[config.mk]
export PLATFORM = sky130hd
export DESIGN_NAME = round_robin_scheduler_flat
export DESIGN_NICKNAME = d
export VERILOG_FILES = /design/src/rtl/rrs_pkg.sv /design/src/rtl/rrs_req_if.sv /design/src/rtl/rrs_rsp_if.sv /design/src/rtl/rrs_cfg_if.sv /design/src/rtl/round_robin_scheduler.sv /design/src/rtl/rrs_ram.sv /design/src/rtl/rrs_ctrl.sv /design/src/rtl/rrs_datapath.sv /design/src/flat_wrapper.sv
export SDC_FILE = /design/constraint.sdc
export NUM_CORES = 2
export LEC_CHECK = 0
export BUFFER_PORTS_ARGS = -buffer_cell sky130_fd_sc_hd__buf_4
export CAP_MARGIN = 0
export CORE_ASPECT_RATIO = 0.75
export CORE_MARGIN = 8
export CORE_UTILIZATION = 56
export CTS_CLUSTER_SIZE = 8
export DETAILED_ROUTE_END_ITERATION = 8
export PLACE_DENSITY = 0.76
export SYNTH_ARGS = -nofsm -noshare
export SYNTH_HDL_FRONTEND = slang
export SYNTH_SLANG_ARGS = --single-unit
[constraint.sdc]
create_clock -name clk -period 5.56 [get_ports clk]
set_input_delay 0.556 -clock clk [delete_from_list [all_inputs] [get_ports clk]]
set_output_delay 0.556 -clock clk [all_outputs]
set_load 0.005 [all_outputs]
[src/rtl/rrs_pkg.sv]
// ----------------------------------------------------------------------------
// rrs_pkg
// Shared types, codes and constants of the round robin scheduler.
// ----------------------------------------------------------------------------
package rrs_pkg;

    localparam int MAX_PROCS_DEF = 16;
    localparam int DATA_W        = 16;
    localparam int TIME_W        = 21;
    localparam int PIDX_W        = 4;

    localparam logic [TIME_W-1:0] TIME_MAX    = '1;
    localparam logic [DATA_W-1:0] QUANTUM_RST = 16'd4;

    // request opcodes
    typedef enum logic [1:0] {
        OP_LOAD     = 2'd0,
        OP_DISPATCH = 2'd1,
        OP_CLEAR    = 2'd2
    } op_t;

    // per-process state
    typedef enum logic [1:0] {
        PS_WAITING = 2'd0,
        PS_QUEUED  = 2'd1,
        PS_DONE    = 2'd2
    } proc_state_t;

    typedef enum logic [3:0] {
        S_IDLE,
        S_ADMIT1,
        S_IDLE_OUT,
        S_ADMIT2,
        S_POP,
        S_ITEM_RD,
        S_CALC1,
        S_CALC2,
        S_CALC3,
        S_ADMIT3,
        S_PUSH,
        S_PROC_OUT,
        S_DONE_OUT
    } state_t;

    typedef struct packed {
        logic in_ready;
        logic do_load;
        logic do_clear;
        logic scan_init;
        logic scan_run;
        logic pop;
        logic item_capture;
        logic calc1;
        logic calc2;
        logic calc3;
        logic push;
        logic emit_idle;
        logic emit_proc;
        logic emit_done;
    } ctrl_cmd_t;

    typedef struct packed {
        logic out_free;
        logic none_left;
        logic scan_done;
        logic ring_empty;
        logic gap_found;
        logic calc_fin;
    } ctrl_sts_t;

    typedef struct packed {
        logic              slice_is_idle;
        logic [PIDX_W-1:0] process_index;
        logic [TIME_W-1:0] slice_start;
        logic [TIME_W-1:0] slice_end;
        logic              finished;
        logic [TIME_W-1:0] turnaround;
        logic [TIME_W-1:0] waiting;
        logic              all_done;
        logic              last;
    } slice_rec_t;

endpackage

[src/rtl/rrs_req_if.sv]
// ----------------------------------------------------------------------------
// rrs_req_if
// Request channel: opcode plus process arrival and burst times.
// ----------------------------------------------------------------------------
interface rrs_req_if
    import rrs_pkg::*;
();
    logic              valid;
    logic              ready;
    logic [1:0]        opcode;
    logic [DATA_W-1:0] arrival_time;
    logic [DATA_W-1:0] burst_time;

    modport source (output valid, output opcode, output arrival_time, output burst_time,
                    input ready);
    modport sink   (input valid, input opcode, input arrival_time, input burst_time,
                    output ready);
endinterface

[src/rtl/rrs_rsp_if.sv]
// ----------------------------------------------------------------------------
// rrs_rsp_if
// Result channel: one slice record per transfer.
// ----------------------------------------------------------------------------
interface rrs_rsp_if
    import rrs_pkg::*;
();
    logic              valid;
    logic              ready;
    logic              slice_is_idle;
    logic [PIDX_W-1:0] process_index;
    logic [TIME_W-1:0] slice_start;
    logic [TIME_W-1:0] slice_end;
    logic              finished;
    logic [TIME_W-1:0] turnaround;
    logic [TIME_W-1:0] waiting;
    logic              all_done;
    logic              last;

    modport source (output valid, output slice_is_idle, output process_index,
                    output slice_start, output slice_end, output finished,
                    output turnaround, output waiting, output all_done, output last,
                    input ready);
    modport sink   (input valid, input slice_is_idle, input process_index,
                    input slice_start, input slice_end, input finished,
                    input turnaround, input waiting, input all_done, input last,
                    output ready);
endinterface

[src/rtl/rrs_cfg_if.sv]
// ----------------------------------------------------------------------------
// rrs_cfg_if
// Configuration write channel for the time quantum.
// ----------------------------------------------------------------------------
interface rrs_cfg_if
    import rrs_pkg::*;
();
    logic              valid;
    logic              ready;
    logic [DATA_W-1:0] quantum;

    modport source (output valid, output quantum, input ready);
    modport sink   (input valid, input quantum, output ready);
endinterface

[src/rtl/round_robin_scheduler.sv]
// ----------------------------------------------------------------------------
// round_robin_scheduler
// Load, clear and unused requests are taken in IDLE; a dispatch with nothing left goes to the done emit.
// A dispatch runs one admit scan for a finishing slice, two for a preempted slice and
// up to three with an idle gap (N = loaded processes): each admit scan reads the
// arrival table RAM one entry per cycle over all N entries.
// Results wait in an output register; a stalled result holds the sequencer at its next emit, taking no request.
// Reset clears process status, counters, ring pointers and time, and sets the
// quantum to 4; table contents are left as they are.
// ----------------------------------------------------------------------------
module round_robin_scheduler
    import rrs_pkg::*;
#(
    parameter int MAX_PROCS = MAX_PROCS_DEF
) (
    input  logic      clk,
    input  logic      rst_n,
    rrs_req_if.sink   req,
    rrs_rsp_if.source rsp,
    rrs_cfg_if.sink   cfg
);

    ctrl_cmd_t cmd;
    ctrl_sts_t sts;

    assign req.ready = cmd.in_ready;

    rrs_ctrl u_ctrl (
        .clk       (clk),
        .rst_n     (rst_n),
        .req_valid (req.valid),
        .req_op    (req.opcode),
        .sts       (sts),
        .cmd       (cmd)
    );

    rrs_datapath #(.MAX_PROCS(MAX_PROCS)) u_datapath (
        .clk          (clk),
        .rst_n        (rst_n),
        .cmd          (cmd),
        .sts          (sts),
        .arrival_time (req.arrival_time),
        .burst_time   (req.burst_time),
        .rsp          (rsp),
        .cfg          (cfg)
    );

endmodule

[src/rtl/rrs_ram.sv]
// ----------------------------------------------------------------------------
// rrs_ram
// Generic single write, single read RAM with registered read data.
// ----------------------------------------------------------------------------
module rrs_ram #(
    parameter int WIDTH = 16,
    parameter int DEPTH = 16,
    parameter int AW    = (DEPTH > 1) ? $clog2(DEPTH) : 1
) (
    input  logic             clk,
    input  logic             we,
    input  logic [AW-1:0]    waddr,
    input  logic [WIDTH-1:0] wdata,
    input  logic [AW-1:0]    raddr,
    output logic [WIDTH-1:0] rdata
);

    logic [WIDTH-1:0] mem_reg [DEPTH];
    logic [WIDTH-1:0] rdata_reg;

    always_ff @(posedge clk)
    begin
        if (we)
        begin
            mem_reg[waddr] <= wdata;
        end
        rdata_reg <= mem_reg[raddr];
    end

    assign rdata = rdata_reg;

endmodule

[src/rtl/rrs_ctrl.sv]
// ----------------------------------------------------------------------------
// rrs_ctrl
// Dispatch sequencer: admit scans, ring pop, slice arithmetic, result emits.
// ----------------------------------------------------------------------------
module rrs_ctrl
    import rrs_pkg::*;
(
    input  logic       clk,
    input  logic       rst_n,
    input  logic       req_valid,
    input  logic [1:0] req_op,
    input  ctrl_sts_t  sts,
    output ctrl_cmd_t  cmd
);

    state_t state_reg;
    state_t state_next;

    always_ff @(posedge clk or negedge rst_n)
    begin
        if (!rst_n)
        begin
            state_reg <= S_IDLE;
        end
        else
        begin
            state_reg <= state_next;
        end
    end

    always_comb
    begin
        state_next = state_reg;
        case (state_reg)
            S_IDLE:
            begin
                if (req_valid && req_op == OP_DISPATCH)
                begin
                    state_next = sts.none_left ? S_DONE_OUT : S_ADMIT1;
                end
            end
            S_ADMIT1:
            begin
                if (sts.scan_done)
                begin
                    if (!sts.ring_empty)
                    begin
                        state_next = S_POP;
                    end
                    else
                    begin
                        state_next = sts.gap_found ? S_IDLE_OUT : S_DONE_OUT;
                    end
                end
            end
            S_IDLE_OUT:
            begin
                if (sts.out_free)
                begin
                    state_next = S_ADMIT2;
                end
            end
            S_ADMIT2:
            begin
                if (sts.scan_done)
                begin
                    state_next = S_POP;
                end
            end
            S_POP:     state_next = S_ITEM_RD;
            S_ITEM_RD: state_next = S_CALC1;
            S_CALC1:   state_next = sts.calc_fin ? S_CALC2 : S_ADMIT3;
            S_CALC2:   state_next = S_CALC3;
            S_CALC3:   state_next = S_PROC_OUT;
            S_ADMIT3:
            begin
                if (sts.scan_done)
                begin
                    state_next = S_PUSH;
                end
            end
            S_PUSH:    state_next = S_PROC_OUT;
            S_PROC_OUT, S_DONE_OUT:
            begin
                if (sts.out_free)
                begin
                    state_next = S_IDLE;
                end
            end
            default:   state_next = S_IDLE;
        endcase
    end

    always_comb
    begin
        cmd = '0;
        case (state_reg)
            S_IDLE:
            begin
                cmd.in_ready  = 1'b1;
                cmd.do_load   = req_valid && req_op == OP_LOAD;
                cmd.do_clear  = req_valid && req_op == OP_CLEAR;
                cmd.scan_init = req_valid && req_op == OP_DISPATCH && !sts.none_left;
            end
            S_ADMIT1, S_ADMIT2, S_ADMIT3:
            begin
                cmd.scan_run = 1'b1;
            end
            S_IDLE_OUT:
            begin
                // jump time to the next arrival and rescan
                cmd.emit_idle = sts.out_free;
                cmd.scan_init = sts.out_free;
            end
            S_POP:     cmd.pop = 1'b1;
            S_ITEM_RD: cmd.item_capture = 1'b1;
            S_CALC1:
            begin
                cmd.calc1     = 1'b1;
                cmd.scan_init = 1'b1;
            end
            S_CALC2:   cmd.calc2 = 1'b1;
            S_CALC3:   cmd.calc3 = 1'b1;
            S_PUSH:    cmd.push = 1'b1;
            S_PROC_OUT: cmd.emit_proc = sts.out_free;
            S_DONE_OUT: cmd.emit_done = sts.out_free;
            default:   cmd = '0;
        endcase
    end

endmodule

[src/rtl/rrs_datapath.sv]
// ----------------------------------------------------------------------------
// rrs_datapath
// Process tables, ready ring, time keeping, slice arithmetic, result register.
// ----------------------------------------------------------------------------
module rrs_datapath
    import rrs_pkg::*;
#(
    parameter int MAX_PROCS = MAX_PROCS_DEF
) (
    input  logic              clk,
    input  logic              rst_n,
    input  ctrl_cmd_t         cmd,
    output ctrl_sts_t         sts,
    input  logic [DATA_W-1:0] arrival_time,
    input  logic [DATA_W-1:0] burst_time,
    rrs_rsp_if.source         rsp,
    rrs_cfg_if.sink           cfg
);

    localparam int IDX_W = (MAX_PROCS > 1) ? $clog2(MAX_PROCS) : 1;
    localparam int CNT_W = $clog2(MAX_PROCS + 1);
    localparam logic [CNT_W-1:0] PROCS_C  = CNT_W'(MAX_PROCS);
    localparam logic [IDX_W-1:0] LAST_IDX = IDX_W'(MAX_PROCS - 1);

    // control state
    logic [CNT_W-1:0]  count_reg,     count_next;
    logic [CNT_W-1:0]  fin_cnt_reg,   fin_cnt_next;
    logic [IDX_W-1:0]  head_reg,      head_next;
    logic [IDX_W-1:0]  tail_reg,      tail_next;
    logic [CNT_W-1:0]  fill_reg,      fill_next;
    logic [TIME_W-1:0] time_reg,      time_next;
    logic [DATA_W-1:0] quantum_reg,   quantum_next;
    logic [CNT_W-1:0]  scan_idx_reg,  scan_idx_next;
    logic              chk_valid_reg, chk_valid_next;
    logic              gap_any_reg,   gap_any_next;
    logic              out_valid_reg, out_valid_next;
    proc_state_t       status_reg [MAX_PROCS];
    proc_state_t       status_next [MAX_PROCS];

    // payload
    logic [IDX_W-1:0]  chk_idx_reg,   chk_idx_next;
    logic [DATA_W-1:0] gap_end_reg,   gap_end_next;
    logic [IDX_W-1:0]  item_reg,      item_next;
    logic [DATA_W-1:0] arr_reg,       arr_next;
    logic [DATA_W-1:0] burst_reg,     burst_next;
    logic [TIME_W-1:0] start_reg,     start_next;
    logic [TIME_W-1:0] end_reg,       end_next;
    logic              fin_reg,       fin_next;
    logic [TIME_W-1:0] ta_reg,        ta_next;
    logic [TIME_W-1:0] wt_reg,        wt_next;
    slice_rec_t        out_rec_reg,   out_rec_next;

    // memories
    logic              tbl_we, rem_we, ring_we;
    logic [IDX_W-1:0]  tbl_waddr, arr_raddr;
    logic [DATA_W-1:0] rem_wdata;
    logic [IDX_W-1:0]  ring_wdata;
    logic [DATA_W-1:0] arr_rdata, burst_rdata, rem_rdata;
    logic [IDX_W-1:0]  ring_rdata;

    // combinational helpers
    logic              issue;
    logic              load_ok;
    logic [DATA_W-1:0] q_eff;
    logic              calc_fin;
    logic [DATA_W-1:0] step;
    logic [TIME_W:0]   sum;
    logic [TIME_W-1:0] slice_end_c;
    logic [TIME_W-1:0] arr_ext;
    logic [TIME_W-1:0] burst_ext;
    logic              out_free;

    function automatic logic [IDX_W-1:0] wrap_inc(input logic [IDX_W-1:0] v);
        return (v == LAST_IDX) ? '0 : v + 1'b1;
    endfunction

    assign issue     = cmd.scan_run && (scan_idx_reg < count_reg);
    assign load_ok   = cmd.do_load && (count_reg < PROCS_C);
    assign q_eff     = (quantum_reg == '0) ? DATA_W'(1) : quantum_reg;
    assign calc_fin  = rem_rdata <= q_eff;
    assign step      = calc_fin ? rem_rdata : q_eff;
    assign sum       = {1'b0, time_reg} + (TIME_W + 1)'(step);
    assign slice_end_c = (sum > {1'b0, TIME_MAX}) ? TIME_MAX : sum[TIME_W-1:0];
    assign arr_ext   = TIME_W'(arr_reg);
    assign burst_ext = TIME_W'(burst_reg);
    assign out_free  = !out_valid_reg || rsp.ready;

    assign tbl_we    = load_ok;
    assign rem_we    = load_ok || (cmd.calc1 && !calc_fin);
    assign tbl_waddr = cmd.do_load ? count_reg[IDX_W-1:0] : item_reg;
    assign rem_wdata = cmd.do_load ? burst_time : rem_rdata - q_eff;
    assign arr_raddr = cmd.scan_run ? scan_idx_reg[IDX_W-1:0] : ring_rdata;

    always_comb
    begin
        count_next     = count_reg;
        fin_cnt_next   = fin_cnt_reg;
        head_next      = head_reg;
        tail_next      = tail_reg;
        fill_next      = fill_reg;
        time_next      = time_reg;
        quantum_next   = quantum_reg;
        scan_idx_next  = scan_idx_reg;
        chk_valid_next = chk_valid_reg;
        gap_any_next   = gap_any_reg;
        out_valid_next = out_valid_reg;
        status_next    = status_reg;
        chk_idx_next   = chk_idx_reg;
        gap_end_next   = gap_end_reg;
        item_next      = item_reg;
        arr_next       = arr_reg;
        burst_next     = burst_reg;
        start_next     = start_reg;
        end_next       = end_reg;
        fin_next       = fin_reg;
        ta_next        = ta_reg;
        wt_next        = wt_reg;
        out_rec_next   = out_rec_reg;
        ring_we        = 1'b0;
        ring_wdata     = chk_idx_reg;

        if (cfg.valid)
        begin
            quantum_next = cfg.quantum;
        end

        // admit scan: address stage, then check stage in the following cycle
        if (cmd.scan_init)
        begin
            scan_idx_next  = '0;
            chk_valid_next = 1'b0;
            gap_any_next   = 1'b0;
        end
        else if (cmd.scan_run)
        begin
            scan_idx_next  = issue ? scan_idx_reg + 1'b1 : scan_idx_reg;
            chk_valid_next = issue;
            chk_idx_next   = scan_idx_reg[IDX_W-1:0];
        end

        if (cmd.scan_run && chk_valid_reg && status_reg[chk_idx_reg] == PS_WAITING)
        begin
            if (TIME_W'(arr_rdata) <= time_reg)
            begin
                status_next[chk_idx_reg] = PS_QUEUED;
                ring_we = fill_reg < PROCS_C;
            end
            else if (!gap_any_reg || arr_rdata < gap_end_reg)
            begin
                // track earliest pending arrival for an idle gap
                gap_any_next = 1'b1;
                gap_end_next = arr_rdata;
            end
        end

        if (cmd.push)
        begin
            ring_wdata = item_reg;
            ring_we    = fill_reg < PROCS_C;
        end

        if (ring_we)
        begin
            tail_next = wrap_inc(tail_reg);
            fill_next = fill_reg + 1'b1;
        end

        if (cmd.pop)
        begin
            head_next = wrap_inc(head_reg);
            fill_next = fill_reg - 1'b1;
        end

        if (load_ok)
        begin
            status_next[count_reg[IDX_W-1:0]] = PS_WAITING;
            count_next = count_reg + 1'b1;
        end

        if (cmd.item_capture)
        begin
            item_next = ring_rdata;
        end

        if (cmd.calc1)
        begin
            arr_next   = arr_rdata;
            burst_next = burst_rdata;
            start_next = time_reg;
            end_next   = slice_end_c;
            fin_next   = calc_fin;
            ta_next    = '0;
            wt_next    = '0;
            time_next  = slice_end_c;
            if (calc_fin)
            begin
                status_next[item_reg] = PS_DONE;
                fin_cnt_next = fin_cnt_reg + 1'b1;
            end
        end

        if (cmd.calc2)
        begin
            ta_next = (end_reg >= arr_ext) ? end_reg - arr_ext : '0;
        end

        if (cmd.calc3)
        begin
            wt_next = (ta_reg >= burst_ext) ? ta_reg - burst_ext : '0;
        end

        // result register: hold until taken
        if (rsp.ready)
        begin
            out_valid_next = 1'b0;
        end

        if (cmd.emit_idle)
        begin
            out_valid_next             = 1'b1;
            out_rec_next               = '0;
            out_rec_next.slice_is_idle = 1'b1;
            out_rec_next.slice_start   = time_reg;
            out_rec_next.slice_end     = TIME_W'(gap_end_reg);
            time_next                  = TIME_W'(gap_end_reg);
        end

        if (cmd.emit_proc)
        begin
            out_valid_next             = 1'b1;
            out_rec_next               = '0;
            out_rec_next.process_index = PIDX_W'(item_reg);
            out_rec_next.slice_start   = start_reg;
            out_rec_next.slice_end     = end_reg;
            out_rec_next.finished      = fin_reg;
            out_rec_next.turnaround    = ta_reg;
            out_rec_next.waiting       = wt_reg;
            out_rec_next.last          = 1'b1;
        end

        if (cmd.emit_done)
        begin
            out_valid_next        = 1'b1;
            out_rec_next          = '0;
            out_rec_next.all_done = 1'b1;
            out_rec_next.last     = 1'b1;
        end

        if (cmd.do_clear)
        begin
            count_next   = '0;
            fin_cnt_next = '0;
            head_next    = '0;
            tail_next    = '0;
            fill_next    = '0;
            time_next    = '0;
            for (int i = 0; i < MAX_PROCS; i++)
            begin
                status_next[i] = PS_WAITING;
            end
        end
    end

    always_ff @(posedge clk or negedge rst_n)
    begin
        if (!rst_n)
        begin
            count_reg     <= '0;
            fin_cnt_reg   <= '0;
            head_reg      <= '0;
            tail_reg      <= '0;
            fill_reg      <= '0;
            time_reg      <= '0;
            quantum_reg   <= QUANTUM_RST;
            scan_idx_reg  <= '0;
            chk_valid_reg <= 1'b0;
            gap_any_reg   <= 1'b0;
            out_valid_reg <= 1'b0;
            for (int i = 0; i < MAX_PROCS; i++)
            begin
                status_reg[i] <= PS_WAITING;
            end
        end
        else
        begin
            count_reg     <= count_next;
            fin_cnt_reg   <= fin_cnt_next;
            head_reg      <= head_next;
            tail_reg      <= tail_next;
            fill_reg      <= fill_next;
            time_reg      <= time_next;
            quantum_reg   <= quantum_next;
            scan_idx_reg  <= scan_idx_next;
            chk_valid_reg <= chk_valid_next;
            gap_any_reg   <= gap_any_next;
            out_valid_reg <= out_valid_next;
            status_reg    <= status_next;
        end
    end

    always_ff @(posedge clk)
    begin
        chk_idx_reg <= chk_idx_next;
        gap_end_reg <= gap_end_next;
        item_reg    <= item_next;
        arr_reg     <= arr_next;
        burst_reg   <= burst_next;
        start_reg   <= start_next;
        end_reg     <= end_next;
        fin_reg     <= fin_next;
        ta_reg      <= ta_next;
        wt_reg      <= wt_next;
        out_rec_reg <= out_rec_next;
    end

    rrs_ram #(.WIDTH(DATA_W), .DEPTH(MAX_PROCS), .AW(IDX_W)) u_arrival_ram (
        .clk   (clk),
        .we    (tbl_we),
        .waddr (tbl_waddr),
        .wdata (arrival_time),
        .raddr (arr_raddr),
        .rdata (arr_rdata)
    );

    rrs_ram #(.WIDTH(DATA_W), .DEPTH(MAX_PROCS), .AW(IDX_W)) u_burst_ram (
        .clk   (clk),
        .we    (tbl_we),
        .waddr (tbl_waddr),
        .wdata (burst_time),
        .raddr (ring_rdata),
        .rdata (burst_rdata)
    );

    rrs_ram #(.WIDTH(DATA_W), .DEPTH(MAX_PROCS), .AW(IDX_W)) u_remain_ram (
        .clk   (clk),
        .we    (rem_we),
        .waddr (tbl_waddr),
        .wdata (rem_wdata),
        .raddr (ring_rdata),
        .rdata (rem_rdata)
    );

    rrs_ram #(.WIDTH(IDX_W), .DEPTH(MAX_PROCS), .AW(IDX_W)) u_ring_ram (
        .clk   (clk),
        .we    (ring_we),
        .waddr (tail_reg),
        .wdata (ring_wdata),
        .raddr (head_reg),
        .rdata (ring_rdata)
    );

    assign sts.out_free   = out_free;
    assign sts.none_left  = fin_cnt_reg >= count_reg;
    assign sts.scan_done  = cmd.scan_run && !issue && !chk_valid_reg;
    assign sts.ring_empty = fill_reg == '0;
    assign sts.gap_found  = gap_any_reg;
    assign sts.calc_fin   = calc_fin;

    assign cfg.ready = 1'b1;

    assign rsp.valid         = out_valid_reg;
    assign rsp.slice_is_idle = out_rec_reg.slice_is_idle;
    assign rsp.process_index = out_rec_reg.process_index;
    assign rsp.slice_start   = out_rec_reg.slice_start;
    assign rsp.slice_end     = out_rec_reg.slice_end;
    assign rsp.finished      = out_rec_reg.finished;
    assign rsp.turnaround    = out_rec_reg.turnaround;
    assign rsp.waiting       = out_rec_reg.waiting;
    assign rsp.all_done      = out_rec_reg.all_done;
    assign rsp.last          = out_rec_reg.last;

endmodule
[src/flat_wrapper.sv]
// flat-port wrapper written by rule: the top's interface ports become plain ports
module round_robin_scheduler_flat import rrs_pkg::*;
#(
    parameter int MAX_PROCS = MAX_PROCS_DEF
)
  (clk, rst_n, req_valid, req_opcode, req_arrival_time, req_burst_time, req_ready, rsp_valid, rsp_slice_is_idle, rsp_process_index, rsp_slice_start, rsp_slice_end, rsp_finished, rsp_turnaround, rsp_waiting, rsp_all_done, rsp_last, rsp_ready, cfg_valid, cfg_quantum, cfg_ready);
  rrs_req_if req_i ();
  rrs_rsp_if rsp_i ();
  rrs_cfg_if cfg_i ();
  input  logic clk;
  input  logic rst_n;
  input wire logic [$bits(req_i.valid)-1:0] req_valid;
  input wire logic [$bits(req_i.opcode)-1:0] req_opcode;
  input wire logic [$bits(req_i.arrival_time)-1:0] req_arrival_time;
  input wire logic [$bits(req_i.burst_time)-1:0] req_burst_time;
  output wire logic [$bits(req_i.ready)-1:0] req_ready;
  output wire logic [$bits(rsp_i.valid)-1:0] rsp_valid;
  output wire logic [$bits(rsp_i.slice_is_idle)-1:0] rsp_slice_is_idle;
  output wire logic [$bits(rsp_i.process_index)-1:0] rsp_process_index;
  output wire logic [$bits(rsp_i.slice_start)-1:0] rsp_slice_start;
  output wire logic [$bits(rsp_i.slice_end)-1:0] rsp_slice_end;
  output wire logic [$bits(rsp_i.finished)-1:0] rsp_finished;
  output wire logic [$bits(rsp_i.turnaround)-1:0] rsp_turnaround;
  output wire logic [$bits(rsp_i.waiting)-1:0] rsp_waiting;
  output wire logic [$bits(rsp_i.all_done)-1:0] rsp_all_done;
  output wire logic [$bits(rsp_i.last)-1:0] rsp_last;
  input wire logic [$bits(rsp_i.ready)-1:0] rsp_ready;
  input wire logic [$bits(cfg_i.valid)-1:0] cfg_valid;
  input wire logic [$bits(cfg_i.quantum)-1:0] cfg_quantum;
  output wire logic [$bits(cfg_i.ready)-1:0] cfg_ready;
  assign req_i.valid = req_valid;
  assign req_i.opcode = req_opcode;
  assign req_i.arrival_time = req_arrival_time;
  assign req_i.burst_time = req_burst_time;
  assign req_ready = req_i.ready;
  assign rsp_valid = rsp_i.valid;
  assign rsp_slice_is_idle = rsp_i.slice_is_idle;
  assign rsp_process_index = rsp_i.process_index;
  assign rsp_slice_start = rsp_i.slice_start;
  assign rsp_slice_end = rsp_i.slice_end;
  assign rsp_finished = rsp_i.finished;
  assign rsp_turnaround = rsp_i.turnaround;
  assign rsp_waiting = rsp_i.waiting;
  assign rsp_all_done = rsp_i.all_done;
  assign rsp_last = rsp_i.last;
  assign rsp_i.ready = rsp_ready;
  assign cfg_i.valid = cfg_valid;
  assign cfg_i.quantum = cfg_quantum;
  assign cfg_ready = cfg_i.ready;
  round_robin_scheduler #(.MAX_PROCS(MAX_PROCS)) u_core (.clk(clk), .rst_n(rst_n), .req(req_i), .rsp(rsp_i), .cfg(cfg_i));
endmodule
==> summary.md <==
| Metric | Value |
|---|---|
| Slew HR | `0.165` |
| Number of global-route vias before repair | `31200` |
| Post-synth EDFFs | `973` |
| Final std cells w/o fill | `4901` |
| Largest area contributor in the netlist | `edfxtp_1` |
| Most common cell in the netlist | `edfxtp_1` |
| Largest family of logic cells by synthesized area | `multiplexers` |
| Hpwl dp | `82000 um` |
| Wire per inst | `28.2 um` |
| Final Util | `0.651` |
| Mean post-synth cell area | `15.5 um2` |
| Vias | `31900` |
| Initial antenna violation count | `11` |
| CP peak stage delay | `0.46 ns` |
| Slowest cell on crit path | `fa_1` |
| Synthesized flop and latch total | `1221` |
| Total GRT Usage | `0.268` |
| Post-synthesis simple-gate area fraction | `0.0611` |
| Final Net Count | `3744` |
| Reg clk slew, reported paths | `0.06 ns` |
| P_leak | `21.3 nW` |
| # Max-Cap Violations | `0` |
| IO Count | `150` |
| Crit path buffers/inverters | `2` |
| H-tree Lvls | `4` |
| Final hold viol count | `0` |
| First-pass GRT wire length | `204000 um` |
| Max-slew violation count | `0` |
| Commonest cells post-synth | `973 x edfxtp_1, 232 x mux4_2, 214 x nand2_1` |
| Later-pin clock latency in the skew report | `0.78 ns` |
| Area growth syn-to-layout | `15.9%` |
| 1st-pass router iterations | `6` |
| FP Rows | `96` |
| Status | `complete, no violations` |
| Asr flop ratio synth | `0.0852` |
| Clk buf depth | `3` |
| Total Die Area | `0.101 mm2` |
| CP max FO | `8` |
| Post-Synth Adder-Cell Area | `0.0311` |
| Setup violators final | `0` |
| Setup Fix Bufs, Post-CTS | `0` |
| PwrDens | `586 mW/mm2` |
| Die width | `365 um` |
| CP Launch Type | `register` |
| XOR/XNOR share of the synthesized area | `0.00925` |
| Cell breakdown of the critical path | `nor4_1 > a41o_1 > ha_1 > fa_1 > nand2b_1 > a21oi_1 > o21ai_0 > a21oi_1 > buf_4 > a21bo_2 > nand2_1 > a21oi_1 > ha_1 > fa_1 > a211oi_1 > o21a_1 > o311a_1 > nor3_2 > nor3_1 > buf_4 > nor2_1 > mux2_2` |
| GP Congestion | `0.950` |
| Share of post-route cells with drive strength above 1 | `0.206` |
| Worst EP required | `6.08 ns` |
| Vias per cell | `6.51` |
| Placed Cells | `4610` |
| Area contributors post-synth | `edfxtp_1 57%, mux4_2 10%, dfxtp_1 5.6%` |
| CTS Sinks | `1221` |
| Unrepaired setup endpoints after global routing | `no` |
| Synth warn | `0` |
| Syn nets | `3480` |
| Prevailing post-synth register cell | `edfxtp_1` |
| WL final | `138000 um` |
| Placeable Area | `0.0909 mm2` |
| Final Cycle Share | `0.949` |
| Synth Area in Compound Gates | `0.0876` |
| DRT antenna net count | `0` |
| Final clock skew | `0.0429 ns` |
| Tightest Pin Transition | `1.25 ns` |
| Initial drt markers | `4353` |
| Mapped Cells | `3301` |
| Synth top area share | `0.571` |
| Distinct cell type count after synthesis | `88` |
| Total grt overflow | `0` |
| DRC viols | `0` |
| CP endpoint kind | `register` |
| Delay-heaviest family, CP | `compound AO/OA/AOI/OAI gates` |
| Hold Crit Class | `in -> reg` |
| DIE HEIGHT | `278 um` |
| Worst endpoint data arrival time | `5.79 ns` |
| CTS Buf Count | `170` |
| Max Fclk | `0.190 GHz` |
| Crit path kind | `reg -> reg` |
| Area of the mapped netlist | `0.0511 mm2` |
| Initial cell density of the core | `0.562` |
| Root buffer cell | `clkbuf_16` |
| Worst VDD drop | `369 uV` |
| Largest net degree at the start of global routing | `90` |
| Tmin final | `5.28 ns` |
| Multiplexer share of the synthesized area | `0.110` |
| CTS tree | `built` |
| Setup TNS | `0 ns` |
| Port buffer count | `148` |
| Sequential area share after synthesis | `0.679` |
| Most frequent cell on the critical path | `a21oi_1` |
==> through the flow <==
stage	power, mW	instance area (um2)	setup WS [ns]	hold WS [ns]
2_1_floorplan	20.6	51100	0.315	0.260
3_3_place_gp	24.5	54200	0.354	0.393
3_5_place_dp	24.8	54200	0.178	0.397
4_1_cts	34.6	59200	0.158	0.00360
5_1_grt	36.1	59200	0.0148	0.0240
6_report	34.7	59200	0.283	0.0335
==> cells by family after synthesis <==
family,after synthesis
simple gates,656
flops,1221
fa+ha+maj,124
mux,270
other cells,1
xor+xnor,54
buf+inv,289
compound gates,686
==> layer usage <==
metal / GRT usage / wire length, um / up-vias
li1: - / - / 13500
met1: 0.377 / 55000 / 16000
met2: 0.403 / 63200 / 2044
met3: 0.0704 / 15100 / 330
met4: 0.101 / 4780 / 10
met5: 0 / 67 / -
==> cells in the final DEF (no fill, tap or decap), types with 13 or more instances in the layout <==
master and instances:
dfxtp_1 140, nor2b_1 24, a21oi_2 13, nor3_1 40, mux4_2 232, a22oi_1 109
nand3_1 30, o2111ai_1 15, nand2b_1 19, a21o_1 41, xnor2_1 29, clkbuf_16 172
edfxtp_1 973, nand4_1 22, ha_1 119, nor2_4 18, xor2_1 25, o21a_1 17
nand2_1 214, and3_1 29, a21oi_1 154, clkbuf_1 91, or2_2 14, inv_1 126
o31ai_1 15, a211oi_1 34, buf_4 243, and2_1 26, dfrtp_1 103, mux2i_1 22
o21ai_0 146, nor2_1 153, a31oi_1 27
==> worst reg2reg max path, delay by kind of cell, from the launching register on <==
| kind | cells | cell delay, ns |
|---|---|---|
| buf+inv | 2 | 0.37 |
| mux | 1 | 0.27 |
| compound gates | 9 | 1.90 |
| flops | 1 | 0.41 |
| simple gates | 6 | 0.96 |
| fa+ha+maj | 4 | 1.13 |
==> what timing repair did <==
item | 4_1_cts | 5_1_grt
hold buffers | 8 | 0
gates resized for setup | 0 | 5
setup endpoints to repair | 0 | 23
hold endpoints to repair | 69 | 0
==> report_power, final <==
group | internal [mW] | switching, mW | total [mW]
combinational | 4.96 | 6.95 | 11.9
sequential | 11.9 | 1.28 | 13.2
clock | 5.72 | 3.87 | 9.59
total | 22.6 | 12.1 | 34.7
==> worst paths after layout <==
kind,cells after the start,slack [ns],endpoint,startpoint
max,22,0.28,u_core.u_datapath.end_reg[18],u_core.u_datapath.quantum_reg[1]
min,3,0.03,u_core.u_datapath.quantum_reg[8],cfg_quantum[8]
max reg2reg,22,0.28,u_core.u_datapath.end_reg[18],u_core.u_datapath.quantum_reg[1]
min reg2reg,0,0.41,u_core.u_datapath.burst_reg[12],u_core.u_datapath.u_burst_ram.rdata[12]
max in group asynchronous,3,3.95,u_core.u_datapath.status_reg[23],rst_n
min in group asynchronous,2,0.47,u_core.u_datapath.time_reg[12],rst_n
==> area by class of cell <==
type                    count  area (um2)
diodes                      7        17.5
clock buffers             264        4660
clock inverters            12         259
fillers                  6049       31700
inverters                 127         479
multi-input cells        1791       15600
flip-flops and latches   1221       34700
well taps                1225        1530
repair buffers            254        1960
Note: power is estimated with default switching activity, not from simulation.
